[src/rtl/lcgkd_pkg.sv]
`timescale 1ns / 1ps
// ----------------------------------------------------------------------------
// lcgkd_pkg
// Types, constants and the block order table shared by the keystream record
// decoder.
// ----------------------------------------------------------------------------
package lcgkd_pkg;

    localparam logic [31:0] LCG_MUL    = 32'h41C6_4E6D;
    localparam logic [31:0] LCG_ADD    = 32'h0000_6073;
    localparam logic [7:0]  HEAD_WORDS = 8'd4;
    localparam logic [7:0]  BLK_WORDS  = 8'd28;
    localparam logic [7:0]  KEY_HI_POS = 8'd1;
    localparam logic [7:0]  CSUM_POS   = 8'd3;
    localparam logic [7:0]  BODY_LAST  = 8'd115;
    localparam logic [7:0]  TAIL_FIRST = 8'd116;
    localparam logic [7:0]  PARTY_LAST = 8'd129;
    localparam logic [4:0]  ORDER_MOD  = 5'd24;

    // Output block i holds input block ORDER_TBL[t][i].
    localparam logic [1:0] ORDER_TBL [0:23][0:3] = '{
        '{2'd0, 2'd1, 2'd2, 2'd3}, '{2'd0, 2'd1, 2'd3, 2'd2}, '{2'd0, 2'd2, 2'd1, 2'd3},
        '{2'd0, 2'd3, 2'd1, 2'd2}, '{2'd0, 2'd2, 2'd3, 2'd1}, '{2'd0, 2'd3, 2'd2, 2'd1},
        '{2'd1, 2'd0, 2'd2, 2'd3}, '{2'd1, 2'd0, 2'd3, 2'd2}, '{2'd2, 2'd0, 2'd1, 2'd3},
        '{2'd3, 2'd0, 2'd1, 2'd2}, '{2'd2, 2'd0, 2'd3, 2'd1}, '{2'd3, 2'd0, 2'd2, 2'd1},
        '{2'd1, 2'd2, 2'd0, 2'd3}, '{2'd1, 2'd3, 2'd0, 2'd2}, '{2'd2, 2'd1, 2'd0, 2'd3},
        '{2'd3, 2'd1, 2'd0, 2'd2}, '{2'd2, 2'd3, 2'd0, 2'd1}, '{2'd3, 2'd2, 2'd0, 2'd1},
        '{2'd1, 2'd2, 2'd3, 2'd0}, '{2'd1, 2'd3, 2'd2, 2'd0}, '{2'd2, 2'd1, 2'd3, 2'd0},
        '{2'd3, 2'd1, 2'd2, 2'd0}, '{2'd2, 2'd3, 2'd1, 2'd0}, '{2'd3, 2'd2, 2'd1, 2'd0}
    };

    typedef struct packed {
        logic [15:0] data_word;
        logic        record_start;
    } t_in_item;

    typedef struct packed {
        logic [15:0] out_word;
        logic [7:0]  out_index;
        logic        check_valid;
        logic        check_ok;
        logic        record_end;
    } t_out_item;

    typedef struct packed {
        logic [31:0] generator_state;
        logic [31:0] key_value;
        logic [7:0]  word_position;
        logic [15:0] running_sum;
        logic [15:0] stored_sum;
        logic [4:0]  order_select;
    } t_dec_state;

    // Output block that receives input block src under order t.
    function automatic logic [1:0] dest_block(input logic [4:0] t, input logic [1:0] src);
        logic [1:0] result;
        result = src;
        for (int i = 3; i >= 0; i--) begin
            if (ORDER_TBL[t][i] == src) begin
                result = 2'(i);
            end
        end
        return result;
    endfunction

endpackage

[src/rtl/lcgkd_core.sv]
`timescale 1ns / 1ps
// ----------------------------------------------------------------------------
// lcgkd_core
// Decoder state and the combinational step: position tracking, LCG advance,
// XOR decryption, checksum and unshuffled index for one word.
// ----------------------------------------------------------------------------
module lcgkd_core (
    input  logic                 i_clk,
    input  logic                 i_rst_n,
    input  logic                 i_fire,
    input  logic                 i_party,
    input  lcgkd_pkg::t_in_item  i_item,
    output lcgkd_pkg::t_out_item o_result
);
    import lcgkd_pkg::*;

    t_dec_state r_st;
    t_dec_state n_st;

    logic [7:0]  pos_raw;
    logic [7:0]  pos;
    logic [31:0] seed;
    logic [31:0] prod;
    logic [31:0] lcg_next;
    logic [15:0] dec_word;
    logic [15:0] sum_next;
    logic [6:0]  rel;
    logic [1:0]  blk;
    logic [6:0]  blk_base;
    logic [4:0]  off;
    logic [4:0]  order_t;
    logic [1:0]  dest;
    logic        is_end;

    assign pos_raw = i_item.record_start ? 8'd0 : r_st.word_position;
    assign pos     = (pos_raw > PARTY_LAST) ? 8'd0 : pos_raw;

    // The tail restarts the generator from the key on its first word.
    assign seed     = (pos == TAIL_FIRST) ? r_st.key_value : r_st.generator_state;
    assign prod     = seed * LCG_MUL;
    assign lcg_next = prod + LCG_ADD;
    assign dec_word = i_item.data_word ^ lcg_next[31:16];
    assign sum_next = r_st.running_sum + dec_word;

    assign rel = 7'(pos - HEAD_WORDS);
    always_comb begin
        if (rel >= 7'd84) begin
            blk = 2'd3;
            blk_base = 7'd84;
        end else if (rel >= 7'd56) begin
            blk = 2'd2;
            blk_base = 7'd56;
        end else if (rel >= 7'd28) begin
            blk = 2'd1;
            blk_base = 7'd28;
        end else begin
            blk = 2'd0;
            blk_base = 7'd0;
        end
    end
    assign off     = 5'(rel - blk_base);
    assign order_t = (r_st.order_select >= ORDER_MOD) ? r_st.order_select - ORDER_MOD
                                                      : r_st.order_select;
    assign dest    = dest_block(order_t, blk);

    always_comb begin
        n_st     = r_st;
        o_result = '0;
        o_result.out_word  = i_item.data_word;
        o_result.out_index = pos;
        is_end = 1'b0;
        if (pos < HEAD_WORDS) begin
            if (pos == 8'd0) begin
                n_st.key_value   = {16'd0, i_item.data_word};
                n_st.running_sum = 16'd0;
            end else if (pos == KEY_HI_POS) begin
                n_st.key_value       = {i_item.data_word, r_st.key_value[15:0]};
                n_st.generator_state = {i_item.data_word, r_st.key_value[15:0]};
                n_st.order_select    = i_item.data_word[1:0] == 2'b00 ?
                                       {i_item.data_word[1:0], r_st.key_value[15:13]} :
                                       {i_item.data_word[1:0], r_st.key_value[15:13]};
            end else if (pos == CSUM_POS) begin
                n_st.stored_sum = i_item.data_word;
            end
        end else if (pos <= BODY_LAST) begin
            n_st.generator_state = lcg_next;
            n_st.running_sum     = sum_next;
            o_result.out_word    = dec_word;
            o_result.out_index   = HEAD_WORDS + BLK_WORDS * {6'd0, dest} + {3'd0, off};
            if (pos == BODY_LAST) begin
                o_result.check_valid = 1'b1;
                o_result.check_ok    = (sum_next == r_st.stored_sum);
                is_end = !i_party;
            end
        end else begin
            n_st.generator_state = lcg_next;
            o_result.out_word    = dec_word;
            is_end = (pos == PARTY_LAST);
        end
        o_result.record_end = is_end;
        n_st.word_position  = is_end ? 8'd0 : pos + 8'd1;
    end

    always_ff @(posedge i_clk) begin
        if (!i_rst_n) begin
            r_st <= '0;
        end else if (i_fire) begin
            r_st <= n_st;
        end
    end

endmodule

[src/rtl/lcg_keystream_record_decoder_top.sv]
`timescale 1ns / 1ps
// ----------------------------------------------------------------------------
// Each input transfer passes through the input register, then the result
// register. Throughput: one word per cycle while the output is not stalled,
// set by the LCG multiply-add recurrence.
// Reset is synchronous and active low; it clears the decoder state, the
// record length setting and the valid flags of both pipeline registers.
// ----------------------------------------------------------------------------
// lcg_keystream_record_decoder_top
// Decodes a record of 16-bit words: header pass-through, LCG XOR keystream,
// block unshuffling of the body and checksum flag on the last body word.
// ----------------------------------------------------------------------------
module lcg_keystream_record_decoder_top (
    input  logic                 i_clk,
    input  logic                 i_rst_n,
    input  logic                 i_in_valid,
    output logic                 o_in_stall,
    input  lcgkd_pkg::t_in_item  i_in_item,
    output logic                 o_out_valid,
    input  logic                 i_out_stall,
    output lcgkd_pkg::t_out_item o_out_item,
    input  logic                 i_cfg_we,
    input  logic                 i_cfg_wdata
);
    import lcgkd_pkg::*;

    logic      r_party;
    logic      r_in_valid;
    t_in_item  r_in_item;
    logic      r_out_valid;
    t_out_item r_out_item;
    t_out_item step_result;
    logic      step_fire;

    // The input register holds its word while a result waits downstream.
    assign step_fire  = r_in_valid && (!r_out_valid || !i_out_stall);
    assign o_in_stall = r_in_valid && !step_fire;

    lcgkd_core u_core (
        .i_clk    (i_clk),
        .i_rst_n  (i_rst_n),
        .i_fire   (step_fire),
        .i_party  (r_party),
        .i_item   (r_in_item),
        .o_result (step_result)
    );

    always_ff @(posedge i_clk) begin
        if (!i_rst_n) begin
            r_party <= 1'b0;
        end else if (i_cfg_we) begin
            r_party <= i_cfg_wdata;
        end
    end

    always_ff @(posedge i_clk) begin
        if (!i_rst_n) begin
            r_in_valid <= 1'b0;
        end else if (!o_in_stall) begin
            r_in_valid <= i_in_valid;
        end
    end

    always_ff @(posedge i_clk) begin
        if (i_in_valid && !o_in_stall) begin
            r_in_item <= i_in_item;
        end
    end

    always_ff @(posedge i_clk) begin
        if (!i_rst_n) begin
            r_out_valid <= 1'b0;
        end else if (step_fire) begin
            r_out_valid <= 1'b1;
        end else if (!i_out_stall) begin
            r_out_valid <= 1'b0;
        end
    end

    always_ff @(posedge i_clk) begin
        if (step_fire) begin
            r_out_item <= step_result;
        end
    end

    assign o_out_valid = r_out_valid;
    assign o_out_item  = r_out_item;

`ifndef SYNTHESIS
    // The last body word always lands at the last offset of some block.
    a_check_index: assert property (@(posedge i_clk) disable iff (!i_rst_n)
        (r_out_valid && r_out_item.check_valid) |->
        (r_out_item.out_index == 8'd31 || r_out_item.out_index == 8'd59 ||
         r_out_item.out_index == 8'd87 || r_out_item.out_index == 8'd115))
        else $error("check flag on a word outside a block end");

    a_ok_needs_valid: assert property (@(posedge i_clk) disable iff (!i_rst_n)
        (r_out_valid && !r_out_item.check_valid) |-> !r_out_item.check_ok)
        else $error("check_ok raised without check_valid");

    a_end_place: assert property (@(posedge i_clk) disable iff (!i_rst_n)
        (r_out_valid && r_out_item.record_end) |->
        (r_out_item.check_valid || r_out_item.out_index == PARTY_LAST))
        else $error("record end on an unexpected word");

    a_stall_cause: assert property (@(posedge i_clk) disable iff (!i_rst_n)
        o_in_stall |-> (r_in_valid && r_out_valid && i_out_stall))
        else $error("input stalled without a blocked result");
`endif

endmodule

[config.mk]
export PLATFORM = sky130hd
export DESIGN_NAME = lcg_keystream_record_decoder_top
export DESIGN_NICKNAME = d
export VERILOG_FILES = /design/src/rtl/lcgkd_pkg.sv /design/src/rtl/lcgkd_core.sv /design/src/rtl/lcg_keystream_record_decoder_top.sv
export SDC_FILE = /design/constraint.sdc
export NUM_CORES = 1
export LEC_CHECK = 0
export BUFFER_PORTS_ARGS = -buffer_cell sky130_fd_sc_hd__buf_2
export CAP_MARGIN = 20
export CORE_AREA = 3 3 179 216
export DETAILED_ROUTE_END_ITERATION = 10
export DIE_AREA = 0 0 182 219
export PLACE_DENSITY = 0.63
export SYNTH_ARGS = -nofsm -noshare
export SYNTH_HDL_FRONTEND = slang
export SYNTH_SLANG_ARGS = --single-unit
export TNS_END_PERCENT = 10
[constraint.sdc]
create_clock -name i_clk -period 14.91 [get_ports i_clk]
set_input_delay 2.982 -clock i_clk [delete_from_list [all_inputs] [get_ports i_clk]]
set_output_delay 2.982 -clock i_clk [all_outputs]
set_load 0.03 [all_outputs]
# Word level (Yosys, flattened, before mapping)
# Memory sizes are Yosys's and may differ from the RTL's.
# Cells that the tools add are included.
# classes
addsub,8
n_reduce_logical,20
n_lt_le_gt_ge,8
mux,32
multipliers,2
n_eq_ne,14
n_bitwise,6
# op_table
operator,n
32-bit 2-to-1 mux,4
64-bit 2-to-1 mux,1
16-bit 2-to-1 mux,3
8-bit 2-to-1 mux,5
32-bit by 15-bit adder with 32-bit output (second input constant),1
32-bit by 31-bit multiplier with 32-bit output (second input constant),1
26-bit 2-to-1 mux,1
5-bit 2-to-1 mux,4
16-bit adder,1
16-bit equality test,1
8-bit by 7-bit equality test with 1-bit output (second input constant),2
16-bit XOR,1
2-bit 2-to-1 mux,7
3-bit AND reduction,4
10-bit 2-to-1 mux,1
3-bit by 7-bit adder with 8-bit output (first input constant),1
8-bit by 1-bit adder with 8-bit output (second input constant),1
8-bit by 5-bit adder with 8-bit output,1
2-bit equality test,4
8-bit by 1-bit equality test with 1-bit output (second input constant),1
8-bit by 2-bit equality test with 1-bit output (second input constant),1
8-bit equality test (second input constant),1
8-bit greater-than comparator (second input constant),1
8-bit by 7-bit less-or-equal comparator with 1-bit output (second input constant),1
other kinds (24),41
# word_totals
out_inout_bits,29
ff_bits,156
n_memories,1
word_cells,108
rom_bits,256
input_bits,23
# memory_table
name,words,word_bits,rd,rd_ports_with_merged_regs,write_ports,line_no,text
(no name shown),32,8,1,0,0,lcgkd_pkg.sv:59,if (ORDER_TBL[t][i] == src) begin

# Longest topological paths before layout
# logic_depth
depth_word,18
ltp_mapped,48
ltp_nobuf,44

# Hierarchy
# A second synthesis with hierarchy kept.
# unflattened
cells_unflattened,1994
hier_area_um2,18097.4
# modules_own_cells
module,seq_area_each_um2,cells_each,area_per_inst_um2,n_inst
lcgkd_core,2182.1,1939,16656.0,1
lcg_keystream_record_decoder_top,1381.3,55,1441.4,1

# Worst setup path after synthesis
# Ideal clock, no wire load.
# synth_path
path_kind,flip-flop to flip-flop
from,reg r_in_item[0] in the netlist's numbering
to,"reg r_out_item (netlist bit o_out_item[1]), data pin"
t_arrival_ps,11208
setup_ps,170
stages_incl_launch_ff,47
slack_ps,3532
t_required_ps,14740
period_less_slack_ps,11378
cell_sequence,edfxtp_1 > buf_6 > nor2_1 > nand2_1 > inv_1 > ha_1 > and3_1 > buf_2 > buf_1 > mux2i_1 > inv_1 > ha_1 > ha_1 > or2_2 > fa_1 > inv_1 > fa_1 > inv_1 > (+11 left out) > o21ai_0 > a21oi_1 > o21a_1 > o21ai_0 > a21o_1 > a21oi_1 > o21bai_1 > xor3_1 > ha_1 > xnor2_2 > nor3_1 > a31oi_1 > nand3_2 > a2111oi_4 > nand4_1 > or4_1 > or4_1 > nor4_2
# synth_between
elab_chain_cells,10
elab_cells_between_ends,16
classes_between,add/sub: 2; mul: 1; order compare: 3; eq/ne: 3; mux: 3; bitwise: 3; reduce/logical: 1
# synth_lines
element,line_no,text
start: declaration,lcg_keystream_record_decoder_top.sv:29,t_in_item r_in_item;
start signal: assignment,lcg_keystream_record_decoder_top.sv:66,r_in_item <= i_in_item;
8-bit 2-to-1 mux *,lcgkd_core.sv:35,assign pos_raw = i_item.record_start ? 8'd0 : r_st.word_position;
8-bit greater-than comparator,lcgkd_core.sv:36,assign pos = (pos_raw > PARTY_LAST) ? 8'd0 : pos_raw;
8-bit 2-to-1 mux *,lcgkd_core.sv:36,
8-bit by 7-bit equality test with 1-bit output,lcgkd_core.sv:39,assign seed = (pos == TAIL_FIRST) ? r_st.key_value : r_st.generator_state;
32-bit 2-to-1 mux,lcgkd_core.sv:39,
32-bit by 31-bit multiplier with 32-bit output,lcgkd_core.sv:40,assign prod = seed * LCG_MUL;
32-bit by 15-bit adder with 32-bit output,lcgkd_core.sv:41,assign lcg_next = prod + LCG_ADD;
16-bit XOR,lcgkd_core.sv:42,assign dec_word = i_item.data_word ^ lcg_next[31:16];
16-bit adder,lcgkd_core.sv:43,assign sum_next = r_st.running_sum + dec_word;
16-bit equality test,lcgkd_core.sv:92,o_result.check_ok = (sum_next == r_st.stored_sum);
end signal: assignment,lcg_keystream_record_decoder_top.sv:82,r_out_item <= step_result;
end: declaration,lcg_keystream_record_decoder_top.sv:31,t_out_item r_out_item;
# Every way passes the cells marked *; elsewhere a longest branch is shown, timed or not.
# A chain may end at the register's enable or synchronous reset.

# Worst setup path after layout
# Ends and elaborated chain as after synthesis.

==> impl_metrics.json <==
{
  "register_area_mm2": 0.00356,
  "ys_seq_area_frac": 0.196,
  "synth_top_family_by_area": "adder cells",
  "syn_area_mm2": 0.0182,
  "synth_top_cells_by_area": "fa_1 (21%), ha_1 (17%), dfxtp_1 (12%), inv_1 (8.8%), edfxtp_1 (7.3%)",
  "crit_slowest_cell": "and3_2",
  "reg2regPathDepth": 40,
  "wl_met3_um": 1780,
  "nNetsFinal": 2447,
  "ys_ff_latch": 156,
  "worstMarginPinSlew_ns": 1.06,
  "period_needed_ns": 13.19,
  "fill_cells": 3447,
  "yosysMostFrequentCell": "inv_1",
  "grt_max_degree": 114,
  "cts_hold_buf": 0,
  "holdPathEnd": "u_core.r_st[88]",
  "numCtsBuffers": 17,
  "drc": 0,
  "viasPerCell": 5.37,
  "grt_usage": 0.247,
  "num_vias": 13300,
  "postPlaceCellArea_mm2": 0.0189,
  "postCtsSetupRepairBufs": 0,
  "cts_tree": "yes",
  "antenna_left": 0,
  "worst_setup_path_end_kind": "flop",
  "hold_path_class": "flop to flop",
  "cap_violations": 0,
  "rows": 77,
  "synthSimpleGateAreaFrac": 0.0985,
  "synth_compound_area_frac": 0.118,
  "finalSetupViolCount": 0,
  "clkSinkCount": 156,
  "crit_family": "adder cells",
  "syn-num-nets": 2434,
  "fin_crit_sh": 0.885,
  "htree_levels": 4,
  "hold_viol_final": 0,
  "top_layer_used": "met4",
  "wl_met1_um": 20600,
  "powerDensity_mw_per_mm2": 49.2,
  "reg2reg_to": "o_out_item[1]",
  "synth_fa_ha_area_frac": 0.384,
  "die_w_um": 182,
  "syn_inst": 1968,
  "hpwl_um": 39100,
  "drive_gt1_frac": 0.0647,
  "yosys.area.top_type": "fa_1",
  "drt-total-wl_um": 48000,
  "cts_buffer_depth": 2,
  "clk_pin_slew_ns": 0.07,
  "cp_max_fo": 30,
  "fmax_ghz": 0.0758,
  "r2r-start": "r_in_item[0]",
  "synth_area_per_cell_um2": 9.25,
  "antenna_found_initial": 0,
  "worstPathRequired_ns": 15.17,
  "first_pass_iters": 5,
  "skew_ns": 0.00896,
  "crit_buf_inv": 7,
  "areaGrowthSynthToFinish_pct": 6.98,
  "overflow": 0,
  "die_y_um": 219,
  "coreArea_mm2": 0.0368,
  "dp.cells": 2436,
  "met2_length_um": 23800,
  "synthArstFlopShare": 0,
  "crit_path_frequent_cell": "inv_1",
  "postLayoutCoreUtil": 0.529,
  "p_leak_nw": 9.95,
  "yosysWarnings": 0,
  "stdcell_count": 2468,
  "drtIter0Drc": 697,
  "dieArea_mm2": 0.0399,
  "initial_utilization": 0.495,
  "slew_headroom": 0.292,
  "slew_viol_final": 0,
  "crit_type": "flop to flop",
  "synth_ff_type": "dfxtp_1",
  "grt_pass1_wl_um": 76300,
  "place.gp.congestion": 0.938,
  "min_path_cells": 2,
  "synth_edf_count": 44,
  "port-buffer-count": 51,
  "n_antenna_cell": 0,
  "synth_xor_area_frac": 0.0675,
  "yosys-mux-area-fraction": 0.0335,
  "cts-root-buf": "clkbuf_16",
  "synthDistinctLibCells": 73,
  "grt_pass1_vias": 14000,
  "num_io_pins": 52,
  "hp-start": "u_core.r_st[88]",
  "ir_drop_mv": 0.0641,
  "rsz0062_at_grt": "false",
  "start_kind": "flop",
  "r2r_slack_ns": 1.72,
  "final_area_mm2": 0.0195,
  "netlist.area_leader.share": 0.211,
  "arrival_ns": 13.45,
  "cts.repair.resized": 0,
  "wl_per_cell_um": 19.4,
  "synthTopCellsByCount": "inv_1 (427), ha_1 (251), fa_1 (192)",
  "critical_path.max_stage_delay_ns": 0.79,
  "finalSetupTns_ns": 0,
  "clkLatencyLatePin_ns": 0.43,
  "run_status": "finished, final reports clean",
  "multi_input_area_mm2": 0.0128
}
[cells by family after synthesis]
| group | count (synthesis) |
|---|---|
| muxes | 60 |
| adders and majority gates | 443 |
| AOI/OAI and AO/OA | 318 |
| and+or+nand+nor | 358 |
| DFF | 156 |
| xor gates and xnor gates | 136 |
| buffers and inverters | 497 |
[tightest hold or removal path, cell delays in order (launching register included)]
cell and delay (ns):
dfxtp_1 0.31, nand2_1 0.05, a21boi_0 0.06
[area by class of cell]
type	instances	share of cell area
multi-input combinational	1315	0.657
timing repair buffer	63	0.0188
clock inverter	15	0.00662
sequential	156	0.183
clock buffer	17	0.0218
inverter	428	0.0825
tap	474	0.0304
[flip-flops by register name, indices dropped and copies added, names as in the netlist]
name and cells:
r_party 1, u_core.r_st 109, o_out_valid 1, r_in_valid 1, r_in_item 17, o_out_item 27
[per-layer routing]
metal  GRT usage  vias up
li1            -     6387
met1       0.317     6513
met2       0.432      292
met3      0.0313       70
met4      0.0836        0
met5           0        -
[power by group]
part / leakage (nW) / total [mW] / switching [mW] / internal [mW]
logic: 8.36 / 0.0864 / 0.0547 / 0.0317
registers: 1.32 / 0.458 / 0.0129 / 0.445
clock network: 0.260 / 0.414 / 0.196 / 0.218
total: 9.95 / 0.959 / 0.264 / 0.695
[worst max path at each step]
stage	start	endpoint	cells past startpoint
after global routing	r_in_item[0]	o_out_item[1]	40
after CTS	r_in_item[0]	o_out_item[1]	40
after floorplan	r_in_item[0]	o_out_item[1]	46
final	r_in_item[0]	o_out_item[1]	40
after detailed placement	r_in_item[0]	o_out_item[1]	40
after global placement	r_in_item[0]	o_out_item[1]	40
[layout by cell type, fill, tap and decap left out, types with 6 or more instances in the layout]
master	synthesis	final
inv_1	427	427
ha_1	251	251
fa_1	192	192
nand2_1	138	138
dfxtp_1	112	112
xnor2_1	78	78
a21oi_1	78	77
o21ai_0	58	58
xor2_1	55	55
nor2b_1	56	54
mux2i_1	52	52
buf_2	4	51
nor2_1	48	47
edfxtp_1	44	44
a21boi_0	32	32
nor3_1	23	22
a21o_1	22	22
a22oi_1	22	22
nand3_1	20	20
clkbuf_16	0	17
nand2b_1	16	16
o211ai_1	15	15
a211oi_1	12	12
o21a_1	12	12
and3_1	12	11
buf_4	0	11
a31oi_1	9	9
o211a_1	9	9
mux2_2	8	8
o31ai_1	7	7
or2_2	6	6
and2_1	6	6
or3_1	6	6
[metrics by stage]
| step | setup slack [ns] | power (mW) | hold slack, ns |
|---|---|---|---|
| 3_5_place_dp | 1.98 | 0.553 | 0.466 |
| 5_1_grt | 0.955 | 0.991 | 0.503 |
| 3_3_place_gp | 2.21 | 0.552 | 0.454 |
| 6_report | 1.72 | 0.959 | 0.474 |
| 4_1_cts | 1.82 | 0.963 | 0.474 |
| 2_1_floorplan | 3.53 | 0.524 | 0.440 |
Power figures use the tool's default switching activity.
